===== src/pbkm_pkg.sv =====
package pbkm_pkg;

  localparam int unsigned KnobBits  = 12;
  localparam int unsigned MenuSteps = 5;
  localparam int unsigned RegIdxW   = 1;

  localparam logic [2:0] MENU_SHOOT = 3'd0;
  localparam logic [2:0] MENU_WAIT  = 3'd1;
  localparam logic [2:0] MENU_VSTEP = 3'd2;
  localparam logic [2:0] MENU_HSTEP = 3'd3;
  localparam logic [2:0] MENU_READY = 3'd4;
  localparam logic [2:0] MENU_RUN   = 3'd5;
  localparam logic [5:0] BLINK_PERIOD = 6'd50;

  // configuration register indexes, decoded from paddr[2]
  localparam logic [RegIdxW-1:0] REG_DEBOUNCE = 1'b0;
  localparam logic [RegIdxW-1:0] REG_LONG     = 1'b1;

  localparam logic [7:0] DEBOUNCE_RESET = 8'd5;
  localparam logic [7:0] LONG_RESET     = 8'd100;

  typedef struct packed {
    logic [7:0] debounce_ticks;
    logic [7:0] long_ticks;
  } pbkm_cfg_t;

  typedef struct packed {
    logic short_press;
    logic long_press;
  } pbkm_btn_ev_t;

  typedef struct packed {
    logic [4:0]  led_pattern;
    logic [13:0] shoot_time_out;
    logic [13:0] wait_time_out;
    logic [3:0]  vertical_step_out;
    logic [5:0]  horizontal_step_out;
    logic        start_pulse;
    logic        park_pulse;
    logic        zero_pulse;
    logic [2:0]  knob_level;
    logic [2:0]  menu_position;
  } pbkm_res_t;

  function automatic logic [2:0] knob_quantize(input logic [KnobBits-1:0] avg);
    logic [2:0] lvl;
    if (avg <= 12'd100) begin
      lvl = 3'd4;
    end else if (avg <= 12'd1200) begin
      lvl = 3'd3;
    end else if (avg <= 12'd2600) begin
      lvl = 3'd2;
    end else if (avg <= 12'd3900) begin
      lvl = 3'd1;
    end else begin
      lvl = 3'd0;
    end
    return lvl;
  endfunction

  function automatic logic [13:0] shoot_lookup(input logic [2:0] lvl);
    logic [13:0] v;
    case (lvl)
      3'd0:    v = 14'd10000;
      3'd1:    v = 14'd5000;
      3'd2:    v = 14'd2200;
      3'd3:    v = 14'd1000;
      default: v = 14'd500;
    endcase
    return v;
  endfunction

  function automatic logic [13:0] wait_lookup(input logic [2:0] lvl);
    logic [13:0] v;
    case (lvl)
      3'd0:    v = 14'd10000;
      3'd1:    v = 14'd5000;
      3'd2:    v = 14'd4000;
      3'd3:    v = 14'd1000;
      default: v = 14'd100;
    endcase
    return v;
  endfunction

  function automatic logic [3:0] vert_lookup(input logic [2:0] lvl);
    logic [3:0] v;
    case (lvl)
      3'd0:    v = 4'd1;
      3'd1:    v = 4'd3;
      3'd2:    v = 4'd5;
      3'd3:    v = 4'd7;
      default: v = 4'd9;
    endcase
    return v;
  endfunction

  function automatic logic [5:0] horiz_lookup(input logic [2:0] lvl);
    logic [5:0] v;
    case (lvl)
      3'd0:    v = 6'd15;
      3'd1:    v = 6'd20;
      3'd2:    v = 6'd12;
      3'd3:    v = 6'd35;
      default: v = 6'd36;
    endcase
    return v;
  endfunction

endpackage


===== src/pbkm_if.sv =====
interface pbkm_in_if;
  logic                              valid;
  logic                              ready;
  logic                              button_one_pressed;
  logic                              button_two_pressed;
  logic [pbkm_pkg::KnobBits-1:0]     knob_sample;

  modport source (output valid, output button_one_pressed, output button_two_pressed,
                  output knob_sample, input ready);
  modport sink (input valid, input button_one_pressed, input button_two_pressed,
                input knob_sample, output ready);
endinterface

interface pbkm_out_if;
  logic        valid;
  logic        ready;
  logic [4:0]  led_pattern;
  logic [13:0] shoot_time_out;
  logic [13:0] wait_time_out;
  logic [3:0]  vertical_step_out;
  logic [5:0]  horizontal_step_out;
  logic        start_pulse;
  logic        park_pulse;
  logic        zero_pulse;
  logic [2:0]  knob_level;
  logic [2:0]  menu_position;

  modport source (output valid, output led_pattern, output shoot_time_out,
                  output wait_time_out, output vertical_step_out,
                  output horizontal_step_out, output start_pulse, output park_pulse,
                  output zero_pulse, output knob_level, output menu_position,
                  input ready);
  modport sink (input valid, input led_pattern, input shoot_time_out,
                input wait_time_out, input vertical_step_out,
                input horizontal_step_out, input start_pulse, input park_pulse,
                input zero_pulse, input knob_level, input menu_position,
                output ready);
endinterface


===== src/pbkm_cfg.sv =====
module pbkm_cfg (
  input  logic                clk_i,
  input  logic                rst_ni,
  input  logic                psel,
  input  logic                penable,
  input  logic                pwrite,
  input  logic [2:0]          paddr,
  input  logic [31:0]         pwdata,
  output logic [31:0]         prdata,
  output logic                pready,
  output pbkm_pkg::pbkm_cfg_t cfg_o
);

  logic [7:0] debounce_q, debounce_d;
  logic [7:0] long_q, long_d;
  logic [pbkm_pkg::RegIdxW-1:0] idx;
  logic wr_en;

  assign idx    = paddr[2];
  assign wr_en  = psel & penable & pwrite;
  assign pready = 1'b1;

  always_comb begin
    debounce_d = debounce_q;
    long_d     = long_q;
    if (wr_en) begin
      unique case (idx)
        pbkm_pkg::REG_DEBOUNCE: debounce_d = pwdata[7:0];
        pbkm_pkg::REG_LONG:     long_d     = pwdata[7:0];
        default:                ;
      endcase
    end
  end

  always_comb begin
    unique case (idx)
      pbkm_pkg::REG_DEBOUNCE: prdata = {24'd0, debounce_q};
      pbkm_pkg::REG_LONG:     prdata = {24'd0, long_q};
      default:                prdata = 32'd0;
    endcase
  end

  always_ff @(posedge clk_i or negedge rst_ni) begin
    if (!rst_ni) begin
      debounce_q <= pbkm_pkg::DEBOUNCE_RESET;
      long_q     <= pbkm_pkg::LONG_RESET;
    end else begin
      debounce_q <= debounce_d;
      long_q     <= long_d;
    end
  end

  assign cfg_o.debounce_ticks = debounce_q;
  assign cfg_o.long_ticks     = long_q;

endmodule


===== src/pbkm_button.sv =====
module pbkm_button (
  input  logic                   clk_i,
  input  logic                   rst_ni,
  input  logic                   en_i,
  input  logic                   held_i,
  input  pbkm_pkg::pbkm_cfg_t    cfg_i,
  output pbkm_pkg::pbkm_btn_ev_t ev_o
);

  logic [7:0] cnt_q, cnt_d;
  logic [8:0] cnt_inc;
  logic       below_cap;

  assign cnt_inc = {1'b0, cnt_q} + 9'd1;
  // ceiling is long limit plus one, or 255 when the limit is already 255
  assign below_cap = (cnt_q <= cfg_i.long_ticks) && (cnt_q != 8'hff);

  always_comb begin
    cnt_d          = cnt_q;
    ev_o.short_press = 1'b0;
    ev_o.long_press  = 1'b0;
    if (held_i) begin
      if (below_cap) begin
        cnt_d = cnt_inc[7:0];
        ev_o.long_press = (cnt_inc == {1'b0, cfg_i.long_ticks});
      end
    end else if ((cnt_q > cfg_i.debounce_ticks) && (cnt_q < cfg_i.long_ticks)) begin
      ev_o.short_press = 1'b1;
      cnt_d = 8'd0;
    end else if (cnt_q >= cfg_i.long_ticks) begin
      cnt_d = 8'd0;
    end else if (cnt_q != 8'd0) begin
      cnt_d = cnt_q - 8'd1;
    end
  end

  always_ff @(posedge clk_i or negedge rst_ni) begin
    if (!rst_ni) begin
      cnt_q <= 8'd0;
    end else if (en_i) begin
      cnt_q <= cnt_d;
    end
  end

endmodule


===== src/panel_button_knob_menu_unit.sv =====
// Front panel controller: each request is one 100 Hz tick with two button levels and a knob
// sample, and yields one result with the LED pattern, the four timing settings, the start,
// park and zero pulses, the knob level and the menu step. A request is registered on entry
// and evaluated against the panel state once the result register is free or draining, and
// the result is registered in turn; the unit takes one request per cycle, limited only
// by the result register being drained. Debounce and long-press limits are written over the
// APB port at byte addresses 0 and 4 and should be changed only while no tick is in flight.
module panel_button_knob_menu_unit (
  input  logic        clk_i,
  input  logic        rst_ni,
  input  logic        psel,
  input  logic        penable,
  input  logic        pwrite,
  input  logic [2:0]  paddr,
  input  logic [31:0] pwdata,
  output logic [31:0] prdata,
  output logic        pready,
  pbkm_in_if.sink     item_i,
  pbkm_out_if.source  result_o
);

  pbkm_pkg::pbkm_cfg_t    cfg;
  pbkm_pkg::pbkm_btn_ev_t ev_one, ev_two;
  pbkm_pkg::pbkm_res_t    res_d, res_q;

  logic                          s1_valid_q;
  logic                          s1_b1_q, s1_b2_q;
  logic [pbkm_pkg::KnobBits-1:0] s1_knob_q;
  logic                          out_valid_q;
  logic                          process, in_ready;

  logic [pbkm_pkg::KnobBits-1:0] knob_avg_q, knob_avg_d;
  logic [pbkm_pkg::KnobBits:0]   knob_sum;
  logic [2:0]  menu_q, menu_d, menu_inc;
  logic [13:0] shoot_q, shoot_d, wait_q, wait_d;
  logic [3:0]  vert_q, vert_d;
  logic [5:0]  horiz_q, horiz_d;
  logic [5:0]  blink_q, blink_d, blink_inc;
  logic [4:0]  led_q, led_d;
  logic [2:0]  lvl;
  logic        start;

  pbkm_cfg u_cfg (
    .clk_i   (clk_i),
    .rst_ni  (rst_ni),
    .psel    (psel),
    .penable (penable),
    .pwrite  (pwrite),
    .paddr   (paddr),
    .pwdata  (pwdata),
    .prdata  (prdata),
    .pready  (pready),
    .cfg_o   (cfg)
  );

  pbkm_button u_btn_one (
    .clk_i  (clk_i),
    .rst_ni (rst_ni),
    .en_i   (process),
    .held_i (s1_b1_q),
    .cfg_i  (cfg),
    .ev_o   (ev_one)
  );

  pbkm_button u_btn_two (
    .clk_i  (clk_i),
    .rst_ni (rst_ni),
    .en_i   (process),
    .held_i (s1_b2_q),
    .cfg_i  (cfg),
    .ev_o   (ev_two)
  );

  // stage two fires when the result register is free or being drained
  assign process  = s1_valid_q && (!out_valid_q || result_o.ready);
  assign in_ready = !s1_valid_q || process;
  assign item_i.ready = in_ready;

  assign knob_sum   = {1'b0, knob_avg_q} + {1'b0, s1_knob_q};
  assign knob_avg_d = knob_sum[pbkm_pkg::KnobBits:1];
  assign lvl        = pbkm_pkg::knob_quantize(knob_avg_d);
  assign menu_inc   = menu_q + 3'd1;
  assign blink_inc  = blink_q + 6'd1;

  always_comb begin
    menu_d  = menu_q;
    led_d   = led_q;
    shoot_d = shoot_q;
    wait_d  = wait_q;
    vert_d  = vert_q;
    horiz_d = horiz_q;
    blink_d = blink_q;
    start   = 1'b0;

    // button one short press steps the menu, wrapping out of the run step too
    if (ev_one.short_press) begin
      menu_d = (menu_inc >= 3'(pbkm_pkg::MenuSteps)) ? pbkm_pkg::MENU_SHOOT : menu_inc;
    end
    if (ev_two.short_press && (menu_d == pbkm_pkg::MENU_READY)) begin
      menu_d = pbkm_pkg::MENU_RUN;
      led_d  = 5'd0;
      start  = 1'b1;
    end

    case (menu_d)
      pbkm_pkg::MENU_SHOOT: begin
        shoot_d = pbkm_pkg::shoot_lookup(lvl);
        led_d   = 5'h01;
      end
      pbkm_pkg::MENU_WAIT: begin
        wait_d = pbkm_pkg::wait_lookup(lvl);
        led_d  = 5'h02;
      end
      pbkm_pkg::MENU_VSTEP: begin
        vert_d = pbkm_pkg::vert_lookup(lvl);
        led_d  = 5'h04;
      end
      pbkm_pkg::MENU_HSTEP: begin
        horiz_d = pbkm_pkg::horiz_lookup(lvl);
        led_d   = 5'h08;
      end
      pbkm_pkg::MENU_READY: led_d = 5'h10;
      pbkm_pkg::MENU_RUN: begin
        blink_d = blink_inc;
        if (blink_inc >= pbkm_pkg::BLINK_PERIOD) begin
          blink_d = 6'd0;
          led_d   = led_d ^ 5'h04;
        end
      end
      default: ;
    endcase
  end

  always_comb begin
    res_d.led_pattern         = led_d;
    res_d.shoot_time_out      = shoot_d;
    res_d.wait_time_out       = wait_d;
    res_d.vertical_step_out   = vert_d;
    res_d.horizontal_step_out = horiz_d;
    res_d.start_pulse         = start;
    res_d.park_pulse          = ev_two.long_press;
    res_d.zero_pulse          = ev_one.long_press;
    res_d.knob_level          = lvl;
    res_d.menu_position       = menu_d;
  end

  always_ff @(posedge clk_i or negedge rst_ni) begin
    if (!rst_ni) begin
      s1_valid_q  <= 1'b0;
      out_valid_q <= 1'b0;
      knob_avg_q  <= '0;
      menu_q      <= pbkm_pkg::MENU_SHOOT;
      shoot_q     <= 14'd1000;
      wait_q      <= 14'd1000;
      vert_q      <= 4'd5;
      horiz_q     <= 6'd30;
      blink_q     <= 6'd0;
      led_q       <= 5'd0;
    end else begin
      if (in_ready) begin
        s1_valid_q <= item_i.valid;
      end
      if (process) begin
        out_valid_q <= 1'b1;
        knob_avg_q  <= knob_avg_d;
        menu_q      <= menu_d;
        shoot_q     <= shoot_d;
        wait_q      <= wait_d;
        vert_q      <= vert_d;
        horiz_q     <= horiz_d;
        blink_q     <= blink_d;
        led_q       <= led_d;
      end else if (result_o.ready) begin
        out_valid_q <= 1'b0;
      end
    end
  end

  always_ff @(posedge clk_i) begin
    if (in_ready && item_i.valid) begin
      s1_b1_q   <= item_i.button_one_pressed;
      s1_b2_q   <= item_i.button_two_pressed;
      s1_knob_q <= item_i.knob_sample;
    end
    if (process) begin
      res_q <= res_d;
    end
  end

  assign result_o.valid               = out_valid_q;
  assign result_o.led_pattern         = res_q.led_pattern;
  assign result_o.shoot_time_out      = res_q.shoot_time_out;
  assign result_o.wait_time_out       = res_q.wait_time_out;
  assign result_o.vertical_step_out   = res_q.vertical_step_out;
  assign result_o.horizontal_step_out = res_q.horizontal_step_out;
  assign result_o.start_pulse         = res_q.start_pulse;
  assign result_o.park_pulse          = res_q.park_pulse;
  assign result_o.zero_pulse          = res_q.zero_pulse;
  assign result_o.knob_level          = res_q.knob_level;
  assign result_o.menu_position       = res_q.menu_position;

endmodule

===== src/flat_wrapper.sv =====
// flat-port wrapper written by rule: the top's interface ports become plain ports
module panel_button_knob_menu_unit_flat 
  (clk_i, rst_ni, psel, penable, pwrite, paddr, pwdata, prdata, pready, item_i_valid, item_i_button_one_pressed, item_i_button_two_pressed, item_i_knob_sample, item_i_ready, result_o_valid, result_o_led_pattern, result_o_shoot_time_out, result_o_wait_time_out, result_o_vertical_step_out, result_o_horizontal_step_out, result_o_start_pulse, result_o_park_pulse, result_o_zero_pulse, result_o_knob_level, result_o_menu_position, result_o_ready);
  pbkm_in_if item_i_i ();
  pbkm_out_if result_o_i ();
  input  logic clk_i;
  input  logic rst_ni;
  input  logic psel;
  input  logic penable;
  input  logic pwrite;
  input  logic [2:0] paddr;
  input  logic [31:0] pwdata;
  output logic [31:0] prdata;
  output logic pready;
  input wire logic [$bits(item_i_i.valid)-1:0] item_i_valid;
  input wire logic [$bits(item_i_i.button_one_pressed)-1:0] item_i_button_one_pressed;
  input wire logic [$bits(item_i_i.button_two_pressed)-1:0] item_i_button_two_pressed;
  input wire logic [$bits(item_i_i.knob_sample)-1:0] item_i_knob_sample;
  output wire logic [$bits(item_i_i.ready)-1:0] item_i_ready;
  output wire logic [$bits(result_o_i.valid)-1:0] result_o_valid;
  output wire logic [$bits(result_o_i.led_pattern)-1:0] result_o_led_pattern;
  output wire logic [$bits(result_o_i.shoot_time_out)-1:0] result_o_shoot_time_out;
  output wire logic [$bits(result_o_i.wait_time_out)-1:0] result_o_wait_time_out;
  output wire logic [$bits(result_o_i.vertical_step_out)-1:0] result_o_vertical_step_out;
  output wire logic [$bits(result_o_i.horizontal_step_out)-1:0] result_o_horizontal_step_out;
  output wire logic [$bits(result_o_i.start_pulse)-1:0] result_o_start_pulse;
  output wire logic [$bits(result_o_i.park_pulse)-1:0] result_o_park_pulse;
  output wire logic [$bits(result_o_i.zero_pulse)-1:0] result_o_zero_pulse;
  output wire logic [$bits(result_o_i.knob_level)-1:0] result_o_knob_level;
  output wire logic [$bits(result_o_i.menu_position)-1:0] result_o_menu_position;
  input wire logic [$bits(result_o_i.ready)-1:0] result_o_ready;
  assign item_i_i.valid = item_i_valid;
  assign item_i_i.button_one_pressed = item_i_button_one_pressed;
  assign item_i_i.button_two_pressed = item_i_button_two_pressed;
  assign item_i_i.knob_sample = item_i_knob_sample;
  assign item_i_ready = item_i_i.ready;
  assign result_o_valid = result_o_i.valid;
  assign result_o_led_pattern = result_o_i.led_pattern;
  assign result_o_shoot_time_out = result_o_i.shoot_time_out;
  assign result_o_wait_time_out = result_o_i.wait_time_out;
  assign result_o_vertical_step_out = result_o_i.vertical_step_out;
  assign result_o_horizontal_step_out = result_o_i.horizontal_step_out;
  assign result_o_start_pulse = result_o_i.start_pulse;
  assign result_o_park_pulse = result_o_i.park_pulse;
  assign result_o_zero_pulse = result_o_i.zero_pulse;
  assign result_o_knob_level = result_o_i.knob_level;
  assign result_o_menu_position = result_o_i.menu_position;
  assign result_o_i.ready = result_o_ready;
  panel_button_knob_menu_unit u_core (.clk_i(clk_i), .rst_ni(rst_ni), .psel(psel), .penable(penable), .pwrite(pwrite), .paddr(paddr), .pwdata(pwdata), .prdata(prdata), .pready(pready), .item_i(item_i_i), .result_o(result_o_i));
endmodule

===== config.mk =====
export PLATFORM = sky130hd
export DESIGN_NAME = panel_button_knob_menu_unit_flat
export DESIGN_NICKNAME = d
export VERILOG_FILES = /design/src/pbkm_pkg.sv /design/src/pbkm_if.sv /design/src/pbkm_cfg.sv /design/src/pbkm_button.sv /design/src/panel_button_knob_menu_unit.sv /design/src/flat_wrapper.sv
export SDC_FILE = /design/constraint.sdc
export NUM_CORES = 1
export LEC_CHECK = 0
export ABC_AREA = 0
export BUFFER_PORTS_ARGS = -buffer_cell sky130_fd_sc_hd__buf_2
export CORE_ASPECT_RATIO = 1.25
export CORE_MARGIN = 8
export CORE_UTILIZATION = 36
export CTS_CLUSTER_DIAMETER = 50
export DETAILED_ROUTE_END_ITERATION = 6
export PLACE_DENSITY = 0.51
export SKIP_LAST_GASP = 1
export SLEW_MARGIN = 20
export SYNTH_ARGS = -nofsm -noshare
export SYNTH_HDL_FRONTEND = slang
export SYNTH_HIERARCHICAL = 1
export SYNTH_SLANG_ARGS = --single-unit

===== constraint.sdc =====
create_clock -name clk_i -period 7.8 [get_ports clk_i]
set_input_delay 1.17 -clock clk_i [delete_from_list [all_inputs] [get_ports clk_i]]
set_output_delay 1.17 -clock clk_i [all_outputs]
set_load 0.03 [all_outputs]

After elaboration in Yosys (flattened, before gate mapping)
Index checks and enable logic that the tools add are counted.
{"block": "totals", "in_bits": 56, "word_cells": 129, "reg_bits": 164, "output_inout_bits": 87}
{"block": "op_classes", "n_addsub": 7, "n_eq_ne": 15, "order_cmp": 14, "bitwise": 4, "reduce_logical": 25, "n_mux": 37}
{"operator": "case mux 14 bit (4 select lines)", "n": 2}
{"operator": "2-to-1 mux 8 bit", "n": 10}
{"operator": "case mux 32 bit (2 select lines)", "n": 1}
{"operator": "case mux 5 bit (6 select lines)", "n": 1}
{"operator": "2-to-1 mux 14 bit", "n": 2}
{"operator": "<= comparator 12 bit, second input constant", "n": 2}
{"operator": "case mux 6 bit (4 select lines)", "n": 1}
{"operator": "2-to-1 mux 3 bit", "n": 7}
{"operator": "adder 8 x 1 -> 9 bit, second input constant", "n": 2}
{"operator": "== test 9 x 8 -> 1 bit", "n": 2}
{"operator": ">= comparator 8 bit", "n": 2}
{"operator": "> comparator 8 bit", "n": 2}
{"operator": "<= comparator 8 bit", "n": 2}
{"operator": "less-than comparator 8 bit", "n": 2}
{"operator": "!= test 8 bit, second input constant", "n": 2}
{"operator": "case mux 4 bit (4 select lines)", "n": 1}
{"operator": "nonzero test 8 bit", "n": 2}
{"operator": "subtractor 8 x 1 -> 8 bit, second input constant", "n": 2}
{"operator": "adder 12 x 12 -> 13 bit", "n": 1}
{"operator": "== test 3 x 2 -> 1 bit, second input constant", "n": 4}
{"operator": "<= comparator 12 x 11 -> 1 bit, second input constant", "n": 1}
{"operator": "<= comparator 12 x 7 -> 1 bit, second input constant", "n": 1}
{"operator": "2-to-1 mux 6 bit", "n": 2}
{"operator": "AND reduction 2 bit", "n": 5}
{"operator": "other kinds (19)", "n": 43}

Depth between registers and ports, before layout
Gate-level depths: netlist (run 1).
{"block": "depth", "word_depth": 11, "mapped_depth": 17, "ltp_nobuf": 16}

Modules after synthesis
The synthesis (run 1) kept the hierarchy.
{"module": "panel_button_knob_menu_unit", "cells_per_inst": 548, "area_per_inst_um2": 6349.8, "seq_area_each_um2": 3656.0, "instances": 1}
{"module": "pbkm_button", "cells_per_inst": 161, "area_per_inst_um2": 1302.5, "seq_area_each_um2": 200.2, "instances": 2}
{"module": "pbkm_cfg", "cells_per_inst": 70, "area_per_inst_um2": 928.4, "seq_area_each_um2": 406.6, "instances": 1}

Worst setup path before layout (run 1)
No wires, ideal clock.
{"block": "synth_path", "path_type": "input port to flip-flop", "start": "input port result_o_ready", "end": "register u_core.u_btn_one.cnt_q[2]", "path_stages": 7, "setup_slack_ps": 3522, "path_buffers": 1, "arrival_time_ps": 4152, "t_required_ps": 7674, "path_cell_list": "nand2b_1 -> nand2_1 -> clkinv_1 -> clkbuf_1 -> o21ai_2 -> a211o_4 -> a221o_1"}
{"block": "synth_via", "elab_chain_len": 3}
{"element": "start: declaration", "line": "flat_wrapper.sv:31", "rtl": "input wire logic [$bits(result_o_i.ready)-1:0] result_o_ready;"}
{"element": "logical OR 1 bit", "line": "panel_button_knob_menu_unit.sv:75", "rtl": "assign process = s1_valid_q && (!out_valid_q || result_o.ready);"}
{"element": "logical AND 1 bit", "line": "panel_button_knob_menu_unit.sv:75"}
{"element": "named net u_core.process", "line": "panel_button_knob_menu_unit.sv:30", "rtl": "logic process, in_ready;"}
{"element": "AND reduction 3 bit (no source line)"}
{"element": "end signal: assignment", "line": "pbkm_button.sv:41", "rtl": "cnt_q <= cnt_d;"}
{"element": "end: declaration", "line": "pbkm_button.sv:10", "rtl": "logic [7:0] cnt_q, cnt_d;"}
The timed path passes the listed nets, and every way through them passes these cells.
A chain may end at the register's enable or synchronous reset.

==> results of run 1 <==
## logic make-up (layout without fill, tap and decap cells)
kind of cell,Yosys count,in the layout,synth area share
simple gates,320,320,0.1714
compound gates,204,204,0.1593
flops,164,164,0.4516
buf+inv,115,184,0.06178
mux,57,57,0.06406
fa+ha+maj,54,54,0.06912
xor+xnor,24,24,0.02203
other cells,2,25,0.0007599
## layout by cell type, fill, tap and decap left out, types with 10 or more instances in the layout
master	n
dfrtp_1	75
clkbuf_16	17
o21ai_0	37
nand2_1	100
nand2b_1	16
nor3_1	18
o21a_1	11
conb_1	25
xor2_1	13
a21oi_1	35
nor2_1	71
o31ai_1	11
and2_1	12
a21o_1	10
xnor2_1	10
dfstp_2	23
mux2_2	50
ha_1	53
nand4_1	16
a211oi_1	10
edfxtp_1	66
a31oi_1	12
buf_2	90
inv_1	55
nor2b_1	11
nand3_1	16
## state kept, by name (all words and copies together), names as in the netlist, 3 cells and up
register                             flops
u_core/blink_q                           6
u_core/result_o.wait_time_out           14
u_core/vert_q                            4
u_core/menu_q                            3
u_core/u_cfg/long_q                      8
u_core/horiz_q                           6
u_core/led_q                             5
u_core/result_o.menu_position            3
u_core/s1_knob_q                        12
u_core/u_btn_one/cnt_q                   8
u_core/result_o.shoot_time_out          14
u_core/result_o.horizontal_step_out      6
u_core/u_cfg/debounce_q                  8
u_core/result_o.led_pattern              5
u_core/wait_q                           14
u_core/result_o.vertical_step_out        4
u_core/u_btn_two/cnt_q                   8
u_core/shoot_q                          14
u_core/knob_avg_q                       12
u_core/result_o.knob_level               3
## cell type report
class | instances | area, sq um | share of cell area
clock buffer | 17 | 425.4 | 0.03824
clock inverter | 15 | 191.4 | 0.01721
inverter | 56 | 210.2 | 0.01890
multi-input combinational | 684 | 4901 | 0.4406
sequential | 164 | 4463 | 0.4012
tap | 350 | 437.9 | 0.03937
timing repair buffer | 96 | 495.5 | 0.04454
## stage by stage
step / hold slack (ns) / setup WS [ns] / total power, uW / instance area (sq um) / std cells
CTS: 0.4615 / 2.897 / 4708 / 11120 / 1382
finish: 0.4602 / 2.972 / 4648 / 11120 / 1382
floorplan: 0.4393 / 3.522 / 3265 / 9970 / 963
detailed placement: 0.4494 / 2.944 / 3797 / 10510 / 1350
global placement: 0.4499 / 3.009 / 3768 / 10510 / 1350
global route: 0.4933 / 2.480 / 5022 / 11120 / 1382
## per-layer routing
metal | GRT usage | vias up
met5 | 0 | -
met4 | 0.03936 | 0
met3 | 0.02597 | 13
met2 | 0.2340 | 148
met1 | 0.1831 | 3410
li1 | - | 3512
## worst min-delay path: stages, from the launching register on
cell and delay (ns):
dfstp_2 0.37, nand2_1 0.05, nand2_1 0.04
## where the power goes
part / internal (uW) / switching, uW / leakage, uW
Clock: 489 / 399 / 0.000299
Combinational: 861 / 1420 / 0.00271
Sequential: 1250 / 223 / 0.00182
Total: 2600 / 2050 / 0.00482
## how the worst max path moves through the flow
stage	from	end	slack, ns	cells past startpoint
global route	u_core/u_btn_one/cnt_q[6]	u_core/vert_q[1]	2.48	12
finish	u_core/u_cfg/long_q[5]	u_core/result_o.wait_time_out[13]	2.97	12
floorplan	result_o_ready	u_core/u_btn_one/cnt_q[2]	3.52	7
CTS	u_core/u_cfg/long_q[5]	u_core/result_o.wait_time_out[13]	2.90	12
global placement	u_core/u_cfg/long_q[5]	u_core/result_o.wait_time_out[13]	3.01	12
detailed placement	u_core/u_cfg/long_q[5]	u_core/vert_q[1]	2.94	13
==> metrics, run 1 <==
Routed Wire Length=22.63 mm; Tmin final=4.828 ns; root buffer cell=clkbuf_16; Least-Margin Pin Slew=0.9877 ns; Mean Syn Cell Area=10.51 sq um; port bufs=91; top cells by count, synth=100 x nand2_1, 75 x dfrtp_1, 71 x nor2_1, 66 x edfxtp_1, 55 x inv_1; number of synthesized flops with an enable pin=66; cts hold-fix bufs=0; max cap viols=0; Hold WC Path Type=reg -> reg; Worst VDD drop=0.0001780 V; Post-CTS Setup Repair Bufs=0; initial drt markers=374; largest net degree at the start of global routing=65; Seq cells post-synth=164; post-CTS sizing=0; FF-to-FF End=u_core/result_o.wait_time_out[13]; run status=finished clean; Setup-failing EPs final=0; die height=201.3 um; FMAX=207.1 MHz; Slew Limit Fails=0; Layout Skew=0.009585 ns; first-pass GRT wire length=37.39 mm; hold violation total from the final report=0; Synth Instances=940; predominant post-synthesis flop cell=dfrtp_1; First-pass DRT Iterations=5; Avg WL per Cell=16.37 um; YS warnings=6; Hold Crit Endpoint=u_core/shoot_q[6]; TritonCTS clock tree=yes; placer congestion estimate=0.7958; share of post-route cells with drive strength above 1=0.2558; Startpoint Class=flop; Critical path buffers and inverters=2; GRT Total Usage=0.1409; die area=33050 sq um; # IOs=143; CP max stage delay=0.84 ns; met2 routed WL=11.05 mm; CP Max Fanout=12; total number of vias=7083; final core utilization=0.4073; ys async rst share=0.5976; met3 WL post-DR=975 um; pwr dens=417.9 nW/um^2; Area Overhead vs Synth=12.56%; Fillers=2685; worst hold path depth=2; Core Region=27310 sq um; Setup TNS=0 ns; post-synth top area share=0.2005; critical path endpoint category=flop; r2r setup slk=2.97 ns; CP cell instances=inv_1 -> ha_1 -> a211oi_1 -> o21bai_1 -> nand2b_1 -> nor3_1 -> o21ai_0 -> a21oi_1 -> inv_1 -> nor2_1 -> o21ai_0 -> o22ai_1; DRC viols=0; initial antenna violation count=0; Routed Antenna Nets=0; leakage power=0.004823 uW; H-tree depth=4; clk_lat worst skew=0.44 ns; Overflow after GRT=0; Top Family by Delay on Critical Path=simple AND/OR/NAND/NOR gates; Post-Syn Area=9883 sq um; WP data arrival=5.10 ns; r2r worst-path depth=12; register area share after synthesis=0.4516; top post-synthesis cells by area=edfxtp_1 20%, dfrtp_1 19%, ha_1 6.7%; Metal-1 WL=10.37 mm; Rows=68; WS Path Type=reg -> reg; Sink Count=164; CP required=8.07 ns; leading area contributor after synthesis=edfxtp_1; synth unique cells=100; relative slew slack=0.3391; Initial Util=0.3619; HP Start=u_core/shoot_q[6]; Post-DP HPWL=16.65 mm; vias per std cell=5.125; crit path max-delay cell type=nor2_1; DR top layer=met4; Die X=164.2 um; vias in the first global route=7061; Reg clk slew, reported paths=0.07 ns; count leader, synth=nand2_1; fin crit share=0.6190; Ant. Diodes=0; CTS buffer count=17; NumNets Final=1129; RSZ-0062 raised after global routing=false; worst r2r src=u_core/u_cfg/long_q[5]; clock buffer depth=2
Power figures use the tool's default switching activity.
==> run 2, diff against run 1 <==
--- a/config.mk
+++ b/config.mk
@@ -5,14 +5,14 @@
 export SDC_FILE = /design/constraint.sdc
 export NUM_CORES = 1
 export LEC_CHECK = 0
-export ABC_AREA = 0
+export ABC_AREA = 1
 export BUFFER_PORTS_ARGS = -buffer_cell sky130_fd_sc_hd__buf_2
 export CORE_ASPECT_RATIO = 1.25
 export CORE_MARGIN = 8
 export CORE_UTILIZATION = 36
 export CTS_CLUSTER_DIAMETER = 50
 export DETAILED_ROUTE_END_ITERATION = 6
-export PLACE_DENSITY = 0.51
+export PLACE_DENSITY = 0.53
 export SKIP_LAST_GASP = 1
 export SLEW_MARGIN = 20
 export SYNTH_ARGS = -nofsm -noshare
==> constraint.sdc (replaced) <==
create_clock -name clk_i -period 4.02 [get_ports clk_i]
set_input_delay 0.603 -clock clk_i [delete_from_list [all_inputs] [get_ports clk_i]]
set_output_delay 0.603 -clock clk_i [all_outputs]
set_load 0.03 [all_outputs]
==> run 2 against run 1 <==
Final cell count grew 22%. Combinational power rose by 110%. Die area up 0.87%. Fmax up 34%. Critical endpoint is now u_core/result_o.wait_time_out[8]. Largest cell class unchanged.
==> metrics, run 2 <==
run status=finished clean; share of post-route cells with drive strength above 1=0.1914 (-0.06437); post-CTS sizing=0 (unchanged); FMAX=277.0 MHz (+34%); crit path to=u_core/result_o.wait_time_out[8]; Routed Antenna Nets=0 (unchanged); cts hold-fix bufs=0 (unchanged); Area Overhead vs Synth=13.86%; post-route insts no fill=1682 (+22%); FF-to-FF End=u_core/result_o.wait_time_out[8]; Crit. Startpoint=u_core/u_cfg/long_q[5]; die height=202.1 um (+0.44%); First-pass DRT Iterations=5 (unchanged); Sink Count=164 (unchanged); vias per std cell=4.677 (-8.8%); YS warnings=6 (unchanged); GRT Total Usage=0.1458 (+0.004899); Post-CTS Setup Repair Bufs=0 (unchanged); Slew Limit Fails=0 (unchanged); port bufs=91 (unchanged); synth unique cells=54 (-46%); largest net degree at the start of global routing=53 (-18%); Core Region=27480 sq um (+0.62%); Tmin final=3.610 ns (-1.218 ns); WS Path Type=reg -> reg; Hold WC Path Type=in -> async; pre-CTS setup slack=0.4163 ns (-2.527 ns); Post-Place Cells=1650 (+22%); CP required=4.20 ns (-3.87 ns); register area share after synthesis=0.4473 (-0.004303); leading area contributor after synthesis=edfxtp_1; CP Max Fanout=15 (+3); min setup slack post-route=0.4097 ns (-2.562 ns); Rows=68 (unchanged); relative slew slack=0.5282 (+0.1891); hold violation total from the final report=0 (unchanged); top cells by count, synth=367 x nand2_1, 160 x inv_1, 80 x nand3_1, 75 x dfrtp_1, 75 x o21ai_0; Mean Syn Cell Area=8.179 sq um (-22%); Worst VDD drop=0.0003543 V (+99%); Post-Syn Area=9978 sq um (+0.96%); # IOs=143 (unchanged); first-pass GRT wire length=39.26 mm (+5.0%); Least-Margin Pin Slew=0.7069 ns (-0.2808 ns); fin crit share=0.8981 (+0.2790); commonest cells after routing, fill and taps aside=367 x nand2_1, 159 x inv_1, 90 x buf_2, 80 x nand3_1; number of synthesized flops with an enable pin=66 (unchanged); Post-DP HPWL=17.80 mm (+6.9%); initial antenna violation count=0 (unchanged); CTS buffer count=17 (unchanged); Routed Wire Length=23.62 mm (+4.4%); Setup TNS=0 ns (unchanged); clk_lat worst skew=0.43 ns (about the same); Die X=164.9 um (+0.43%); WP data arrival=3.79 ns (-1.31 ns); Overflow after GRT=0 (unchanged); post-synth top area share=0.1986 (-0.001911); vias in the first global route=7813 (+11%); NumNets Final=1429 (+27%); worst r2r src=u_core/u_cfg/long_q[5]; Ant. Diodes=0 (unchanged); leakage power=0.005579 uW (+16%); max cap viols=0 (unchanged); die area=33330 sq um (+0.87%); Initial Util=0.3631 (+0.001219); predominant post-synthesis flop cell=dfrtp_1; Synth Instances=1220 (+30%); H-tree depth=4 (unchanged); Layout Skew=0.01069 ns (+0.001110 ns); pwr dens=822.6 nW/um^2 (+97%); placer congestion estimate=0.8523 (+7.1%); top post-synthesis cells by area=edfxtp_1 20%, dfrtp_1 19%, nand2_1 14%; total number of vias=7866 (+11%); r2r setup slk=0.41 ns (-2.56 ns); r2r worst-path depth=20 (+8); clock buffer depth=2 (unchanged); TritonCTS clock tree=yes; RSZ-0062 raised after global routing=false; Seq cells post-synth=164 (unchanged); most common cell after layout, fill and taps aside=nand2_1; count leader, synth=nand2_1; ys async rst share=0.5976 (unchanged); DRC viols=0 (unchanged); root buffer cell=clkbuf_16; Startpoint Class=flop; critical path endpoint category=flop; Reg clk slew, reported paths=0.07 ns (about the same); Avg WL per Cell=14.04 um (-14%); Setup-failing EPs final=0 (unchanged); initial drt markers=313 (-16%)
run 2: worst max-delay path: stages, from the launching register on:
cell and delay (ns):
dfstp_2 0.56, inv_1 0.08, ha_1 0.31, nand2_1 0.06, nand2_1 0.04, nand3_1 0.06
nand2_1 0.10, a21oi_4 0.18, nand3_1 0.16, nor2_1 0.30, inv_1 0.10, nor4_1 0.19
nand2_1 0.10, o21ai_2 0.18, nand2_2 0.11, nor2_4 0.14, inv_2 0.07, nand2_4 0.09
nand3_4 0.20, inv_2 0.22, o21ai_0 0.10
run 2: worst min-delay path by stage:
stage / slack, ns / to / depth (start not counted) / from
after floorplan: 0.31 / u_core/blink_q[0] / 0 / rst_ni
after CTS: 0.20 / u_core/u_cfg/long_q[1] / 1 / rst_ni
after global placement: 0.45 / u_core/shoot_q[0] / 2 / u_core/shoot_q[0]
final: 0.20 / u_core/u_cfg/long_q[1] / 1 / rst_ni
after global routing: 0.23 / u_core/u_cfg/long_q[1] / 1 / rst_ni
after detailed placement: 0.45 / u_core/shoot_q[0] / 2 / u_core/shoot_q[0]
run 2: metal layers:
| metal | track usage | wire length, um | vias up | part of all wire |
|---|---|---|---|---|
| li1 | - | - | 4093 | - |
| met1 | 0.1859 | 10950 | 3595 | 0.46 |
| met2 | 0.2450 | 11310 | 164 | 0.48 |
| met3 | 0.02748 | 1081 | 14 | 0.046 |
| met4 | 0.04288 | 280 | 0 | 0.012 |
| met5 | 0 | 0 | - | 0 |
run 2: kinds of logic after synthesis:
kind of cell	count (synthesis)	share of synthesized area
compound gates	142	0.08138
simple gates	618	0.2864
xor+xnor	20	0.01831
other cells	2	0.0007526
fa+ha+maj	54	0.06846
flops	164	0.4473
buf+inv	220	0.09743
run 2: cell type report:
class | count | area, sq um
Clock buffer | 17 | 425.4
Clock inverter | 15 | 183.9
Fill cell | 2822 | 16120
Inverter | 177 | 670.6
Multi-Input combinational cell | 859 | 4629
Sequential cell | 164 | 4463
Tap cell | 350 | 437.9
Timing Repair Buffer | 100 | 550.5
run 2: stage by stage:
step                        util  power, uW  hold slack (ns)  cell area [sq um]
after floorplan                -       6526           0.3074              10060
after detailed placement  0.3912       7712           0.4530              10750
after global routing      0.4134      10190           0.2272              11360
after global placement    0.3912       7636           0.4486              10750
after CTS                 0.4134       9445           0.1983              11360
final                     0.4134       9345           0.1964              11360
run 2: report_power, final:
part / leakage, uW / internal [uW] / total (uW) / switching, uW
clock network: 0.000291 / 944 / 1700 / 755
registers: 0.00183 / 2480 / 2840 / 358
logic: 0.00346 / 1500 / 4810 / 3310
total: 0.00558 / 4920 / 9340 / 4420
==> run 3, diff against run 2 <==
--- a/config.mk
+++ b/config.mk
@@ -5,14 +5,14 @@
 export SDC_FILE = /design/constraint.sdc
 export NUM_CORES = 1
 export LEC_CHECK = 0
-export ABC_AREA = 1
+export ABC_AREA = 0
 export BUFFER_PORTS_ARGS = -buffer_cell sky130_fd_sc_hd__buf_2
 export CORE_ASPECT_RATIO = 1.25
-export CORE_MARGIN = 8
+export CORE_MARGIN = 4
 export CORE_UTILIZATION = 36
 export CTS_CLUSTER_DIAMETER = 50
 export DETAILED_ROUTE_END_ITERATION = 6
-export PLACE_DENSITY = 0.53
+export PLACE_DENSITY = 0.51
 export SKIP_LAST_GASP = 1
 export SLEW_MARGIN = 20
 export SYNTH_ARGS = -nofsm -noshare
==> constraint.sdc (replaced) <==
create_clock -name clk_i -period 4.3 [get_ports clk_i]
set_input_delay 0.645 -clock clk_i [delete_from_list [all_inputs] [get_ports clk_i]]
set_output_delay 0.645 -clock clk_i [all_outputs]
set_load 0.03 [all_outputs]
==> run 3 against run 2 <==
Flip-flop and latch count is the same. Clock skew shrank 0.0021 ns. Clock-buffer cell count grew 2. Largest cell class unchanged. First-iteration DRC count shrank 7.7%. Core utilization grew 0.15 points.
==> metrics, run 3 (synthesized netlist as in run 1, its figures left out) <==
Top Family by Delay on Critical Path=compound AO/OA/AOI/OAI gates; WS Path Type=reg -> reg; Post-DP HPWL=16.41 mm (-7.8%); # IOs=143 (unchanged); initial antenna violation count=0 (unchanged); hold violation total from the final report=0 (unchanged); Reg clk slew, reported paths=0.07 ns (about the same); leakage power=0.004867 uW (-13%); Tmin final=3.749 ns (+0.1385 ns); M3 GR Usage=0.02906 (+0.001579); Die X=156.2 um (-5.3%); die area=30190 sq um (-9.4%); CP cell instances=inv_1 -> ha_1 -> a211oi_1 -> o21bai_1 -> nand2b_1 -> nor3_1 -> buf_4 -> o21a_1 -> inv_1 -> o31ai_1 -> nand4_1 -> buf_4 -> or2_2 -> o31ai_1; clock buffer depth=2 (unchanged); port bufs=91 (unchanged); pwr dens=749.7 nW/um^2 (-8.9%); First-pass DRT Iterations=5 (unchanged); root buffer cell=clkbuf_16; total number of vias=7107 (-9.6%); run status=finished clean; vias in the first global route=6924 (-11%); Routed Antenna Nets=0 (unchanged); max cap viols=0 (unchanged); Area Overhead vs Synth=12.98%; most common cell after layout, fill and taps aside=nand2_1; CP max stage delay=0.64 ns (+0.08 ns); Routed Wire Length=22.46 mm (-4.9%); DRC viols=0 (unchanged); H-tree depth=4 (unchanged); clk_lat worst skew=0.44 ns (about the same); vias per std cell=5.106 (+9.2%); Core Region=26910 sq um (-2.1%); Setup TNS=0 ns (unchanged); Avg WL per Cell=16.14 um (+15%); largest net degree at the start of global routing=46 (-13%); commonest cells after routing, fill and taps aside=100 x nand2_1, 90 x buf_2, 75 x dfrtp_1, 71 x nor2_1, 66 x edfxtp_1; Initial Util=0.3673 (+0.004182); TritonCTS clock tree=yes; CP Max Fanout=11 (-4); Overflow after GRT=0 (unchanged); initial drt markers=289 (-7.7%); Rows=67 (-1.5%); first-pass GRT wire length=36.71 mm (-6.5%); Hold WC Path Type=in -> async; CTS buffer count=17 (unchanged); WP data arrival=4.09 ns (+0.30 ns); critical path endpoint category=flop; Sink Count=164 (unchanged); Layout Skew=0.008637 ns (-0.002058 ns); Startpoint Class=flop; RSZ-0062 raised after global routing=false; FMAX=266.8 MHz (-3.7%); Setup-failing EPs final=0 (unchanged); met1 GRT Util=0.2086 (+0.02277); Least-Margin Pin Slew=0.8004 ns (+0.09343 ns); Post-CTS Setup Repair Bufs=0 (unchanged); Most Crowded Layer GR=met2; final core utilization=0.4149 (+0.001531); cts hold-fix bufs=0 (unchanged); die height=193.3 um (-4.4%); Ant. Diodes=0 (unchanged); NumNets Final=1144 (-20%); fin crit share=0.8718 (-0.02628); Critical path buffers and inverters=4 (unchanged); crit path max-delay cell type=dfstp_2; post-CTS sizing=0 (unchanged); placer congestion estimate=0.7902 (-7.3%); Worst VDD drop=0.0003314 V (-6.5%); met2 usage=0.2423 (-0.002726); GRT Total Usage=0.1503 (+0.004563); CP required=4.64 ns (+0.44 ns); share of post-route cells with drive strength above 1=0.2636 (+0.07217); Slew Limit Fails=0 (unchanged); relative slew slack=0.4656 (-0.06255)
==> run 3: changes by cell type in the layout (fill, tap and decap cells not counted), moves of 13 or more <==
cell and change:
buf_4 +13, nand2_2 -23, inv_1 -104, nor3_1 +14
nand2_1 -267, mux2_2 +50, nand2b_1 +16, nand3_1 -64
o21ai_0 -38
==> run 3: path summary, 6_finish.rpt <==
path / from / endpoint / slack [ns] / cells past startpoint
setup / recovery: u_core/u_cfg/long_q[5] / u_core/blink_q[3] / 0.55 / 14
hold / removal: rst_ni / u_core/u_btn_one/cnt_q[0] / 0.19 / 1
setup reg to reg: u_core/u_cfg/long_q[5] / u_core/blink_q[3] / 0.55 / 14
hold reg to reg: u_core/shoot_q[5] / u_core/shoot_q[5] / 0.47 / 2
max in group asynchronous: rst_ni / u_core/u_cfg/long_q[6] / 3.21 / 2
min in group clk_i: item_i_knob_sample[5] / u_core/s1_knob_q[5] / 0.38 / 1
==> run 3: worst register-to-register path, cell delays in order (launching register included) <==
cell      delay (ns)
dfstp_2         0.64
inv_1           0.07
ha_1            0.30
a211oi_1        0.20
o21bai_1        0.15
nand2b_1        0.20
nor3_1          0.15
buf_4           0.18
o21a_1          0.33
inv_1           0.13
o31ai_1         0.46
nand4_1         0.15
buf_4           0.21
or2_2           0.29
o31ai_1         0.19
==> run 3: final cells by class <==
type	instances	area, sq um
fillers	2637	15740
clock buffers	19	432.9
repair buffers	111	608.1
clock inverters	13	118.9
flip-flops and latches	164	4463
inverters	56	210.2
multi-input cells	684	4901
well taps	345	431.7
==> run 3: layer usage <==
layer,part of all wire,wire [um],vias up
met3,0.042,950,12
met4,0.0099,223,0
li1,-,-,3547
met1,0.47,10640,3417
met5,0,0,-
met2,0.47,10650,131
==> run 3: report_power, final <==
part | total, uW | switching (uW) | leakage, uW | internal [uW]
Sequential | 2650 | 378 | 0.00182 | 2270
Clock | 1470 | 709 | 0.000269 | 762
Combinational | 4250 | 2630 | 0.00278 | 1620
==> run 3: stage by stage <==
step	hold slack (ns)	setup WS (ns)	instances	instance area (sq um)	total power (uW)
4_1_cts	0.2172	0.5108	1392	11170	8459
6_report	0.1940	0.5513	1392	11170	8371
2_1_floorplan	0.3494	0.4785	963	9970	5923
5_1_grt	0.2458	0.09073	1392	11170	9040
3_5_place_dp	0.4561	0.5584	1360	10610	6940
3_3_place_gp	0.4510	0.5570	1360	10610	6898
